--- src/sv/lcpb_ram.sv ---
// lcpb_ram: synchronous memory, one write port, one read port with enable
// registered read data holds while the read enable is low; no dependencies
module lcpb_ram #(
  parameter int WIDTH = 8,
  parameter int DEPTH = 64,
  localparam int AW = (DEPTH > 1) ? $clog2(DEPTH) : 1
) (
  input  logic             clk,
  input  logic             we,
  input  logic [AW-1:0]    waddr,
  input  logic [WIDTH-1:0] wdata,
  input  logic             re,
  input  logic [AW-1:0]    raddr,
  output logic [WIDTH-1:0] rdata
);
  logic [WIDTH-1:0] mem [DEPTH];

  always_ff @(posedge clk) begin
    if (we) begin
      mem[waddr] <= wdata;
    end
  end

  always_ff @(posedge clk) begin
    if (re) begin
      rdata <= mem[raddr];
    end
  end
endmodule

--- config.mk ---
export PLATFORM = sky130hd
export DESIGN_NAME = lcpb_ram
export DESIGN_NICKNAME = d
export VERILOG_FILES = /design/src/sv/lcpb_ram.sv
export SDC_FILE = /design/constraint.sdc
export NUM_CORES = 1
export LEC_CHECK = 0
export BUFFER_PORTS_ARGS = -buffer_cell sky130_fd_sc_hd__buf_2
export CORE_MARGIN = 10
export CORE_UTILIZATION = 63
export DETAILED_ROUTE_END_ITERATION = 12
export GPL_TIMING_DRIVEN = 0
export HOLD_SLACK_MARGIN = 0.06
export PLACE_DENSITY = 0.84
export SLEW_MARGIN = 20
export SYNTH_ARGS = -nofsm -noshare
export SYNTH_HDL_FRONTEND = slang
export SYNTH_SLANG_ARGS = --single-unit
--- constraint.sdc ---
create_clock -name clk -period 5.65 [get_ports clk]
set_input_delay 0.8475 -clock clk [delete_from_list [all_inputs] [get_ports clk]]
set_output_delay 0.8475 -clock clk [all_outputs]
set_load 0.01 [all_outputs]
==> impl_metrics.json <==
{
  "outcome": "finished clean",
  "post_cts_buffers": 0,
  "clock_latency_ns": 0.56,
  "nFillCells": 1709,
  "multi_input_area_um2": 4330,
  "drt_iter0_markers": 1826,
  "cts_tree": "done",
  "synthToLayoutAreaGrowth_pct": 11.0,
  "min_period_over_period_pct": 58.0,
  "critPathCapture": "rdata[5]",
  "hold_viol_final": 0,
  "grt_pass1_wl_um": 71800,
  "crit_required_ns": 5.92,
  "viasPerCell": 7.19,
  "clkTransAtPathRegs_ns": 0.07,
  "timing.rr.end": "rdata[5]",
  "cts-buffers-inserted": 47,
  "ys_async_sr_fraction_pct": 0,
  "hold_class": "in -> reg",
  "clock_path_buffers": 3,
  "cts_hold_buf": 0,
  "period_needed_ns": 3.28,
  "drv_slew": 0,
  "drv_cap": 0,
  "grt_pass1_vias": 10593,
  "tns_ns": 0,
  "drtAntennaViolNets": 0,
  "synth-edff-count": 520,
  "ys.flop_type": "edfxtp_1",
  "synth_seq_cells": 520,
  "nets": 1034,
  "cts_root_buf": "clkbuf_16",
  "crit_path_cell_trace": "buf_4, buf_2, buf_4, buf_2, nand3b_1, o22ai_1, o41ai_1",
  "synthCells": 940,
  "initial_core_util_pct": 64.0,
  "die_area_um2": 39700,
  "cp.arrival_ns": 3.55,
  "synthesis.area_um2": 20200,
  "cpPeakStageDelay_ns": 0.66,
  "grt_max_degree": 65,
  "final_area_um2": 22500,
  "syn_avg_cell_area_um2": 21.5,
  "place_congestion": 1.01,
  "crit_start": "raddr[1]",
  "crit_fanout": 10,
  "slowest_stage": "o41ai_1",
  "max_slew_margin_pct": 32.1,
  "ir_drop_mv": 0.275,
  "rsz0062_at_grt": "no",
  "drive_above_1_share_pct": 25.1,
  "grt_remaining_overflow": 0,
  "core_um2": 31600,
  "ios": 31,
  "r2r_cells": 4,
  "start_kind": "input port",
  "yosys.area.top_type": "edfxtp_1",
  "cts-htree-levels": 2,
  "synth.area.top_cells": "edfxtp_1 (77%), mux4_2 (14%), nor2_1 (1.5%), mux2i_1 (1.1%), mux2_2 (0.72%)",
  "setup_viol": 0,
  "dieHeight_um": 199,
  "critical_path_class": "in -> reg",
  "portBuffers": 22,
  "synth_top_area_share_pct": 77.1,
  "ys_warn_count": 0,
  "drtPass1Iterations": 8,
  "antenna_found_initial": 3,
  "cts_resized": 0,
  "power_density_nw_per_um2": 355,
  "drc": 0,
  "leakage_nw": 7.00,
  "die_w_um": 199,
  "vias": 10459,
  "synth-seq-area-share_pct": 77.1,
  "rows": 65,
  "cp-end-kind": "flip-flop",
  "placed_cell_area_um2": 20900,
  "seq_area_um2": 15600,
  "worstMarginPinSlew_ns": 1.01,
  "dp_hpwl_um": 28800,
  "rr_startpoint": "mem[3][5]",
  "reg2reg_slack_ns": 3.27,
  "wl_per_cell_um": 33.3,
  "wirelength_um": 48500,
  "grt_use_total_pct": 25.3,
  "fin_worst_skew_ns": 0.0145,
  "timing.fmax_mhz": 305,
  "synth_cell_types": 39,
  "cts.sinks": 520,
  "power_mw": 7.97,
  "synth_nets": 963,
  "holdWs_ns": 0.614
}
-- per-stage QoR --
step                utilization, %  setup WS (ns)  std cells
floorplan                        -           3.00        940
global placement              65.9           2.00       1364
detailed placement            66.0           1.97       1364
CTS                           70.9           2.55       1451
global route                  71.0           2.30       1453
finish                        71.0           2.37       1454
-- worst min path at each step --
stage / from / endpoint / slack [ns] / depth (start not counted)
finish: re / rdata[1] / 0.61 / 1
global route: re / rdata[6] / 0.63 / 1
CTS: re / rdata[1] / 0.61 / 1
detailed placement: mem[34][1] / rdata[1] / 0.99 / 4
global placement: mem[34][1] / rdata[1] / 1.01 / 4
floorplan: mem[34][0] / rdata[0] / 0.80 / 4
-- final cells by class --
class                           instances  share of cell area, %
Timing Repair Buffer                   22                  0.579
Tap cell                              402                   2.24
Clock buffer                           59                   5.62
Antenna cell                            3                 0.0334
Sequential cell                       520                   69.5
Buffer                                 51                   1.41
Multi-Input combinational cell        369                   19.2
Clock inverter                         28                   1.39
-- flip-flops by register name (all words and copies together), names as in the netlist --
name and cells:
rdata 8, mem 512
-- Yosys cell counts, types with 7 or more instances --
cell and instances:
buf_2 11, buf_4 13, clkbuf_1 17, edfxtp_1 520, mux2_2 13, mux2i_1 23, mux4_2 126, nand2_1 19
nand2b_1 7, nand3_1 13, nor2_1 83, nor2b_1 14, nor3_1 7, o221ai_1 8, o22ai_1 8
-- cells in the final DEF, fill, tap and decap left out, drive strengths merged, types with 4 or more instances in the layout --
| master | netlist | final |
|---|---|---|
| buf | 34 | 56 |
| mux4 | 126 | 126 |
| clkinv | 0 | 19 |
| nor2b | 14 | 14 |
| nand2 | 19 | 19 |
| o22ai | 8 | 8 |
| o221ai | 8 | 8 |
| nor3 | 7 | 7 |
| clkbuf | 17 | 76 |
| bufinv | 0 | 7 |
| mux2i | 23 | 23 |
| o21ai | 4 | 4 |
| a211oi | 4 | 4 |
| nand3 | 13 | 13 |
| nand2b | 7 | 7 |
| mux2 | 13 | 13 |
| nor2 | 83 | 83 |
| a221oi | 6 | 6 |
| edfxtp | 520 | 520 |
-- where the power goes --
group          switching, mW  internal [mW]  leakage [nW]
Combinational          0.277          0.150          1.55
Sequential           0.00790           4.28          4.69
Clock                   1.35           1.91         0.768
Total                   1.64           6.33          7.00
-- metal layers --
metal  global-route usage (%)  up-vias  routed length [µm]
met5                        0        -                   0
met4                     11.3        0                2290
met3                     6.93      173                6230
met2                     39.0      923               22800
met1                     33.3     5284               17100
li1                         -     4079                   -
-- cell families (layout without fill, tap and decap cells) --
family | count (synthesis) | count (layout) | share of synthesized area (%)
DFF | 520 | 520 | 77.1
muxes | 162 | 162 | 15.9
AOI/OAI and AO/OA | 54 | 54 | 2.06
other | 0 | 3 | 0
and+or+nand+nor | 153 | 153 | 3.37
buffers and inverters | 51 | 160 | 1.56
-- worst max-delay path, delay by kind of cell --
family          cells  cell delay [ns]
simple gates        1             0.36
buf+inv             4             1.45
compound gates      2             0.87
(Power assumes the default switching activity.)
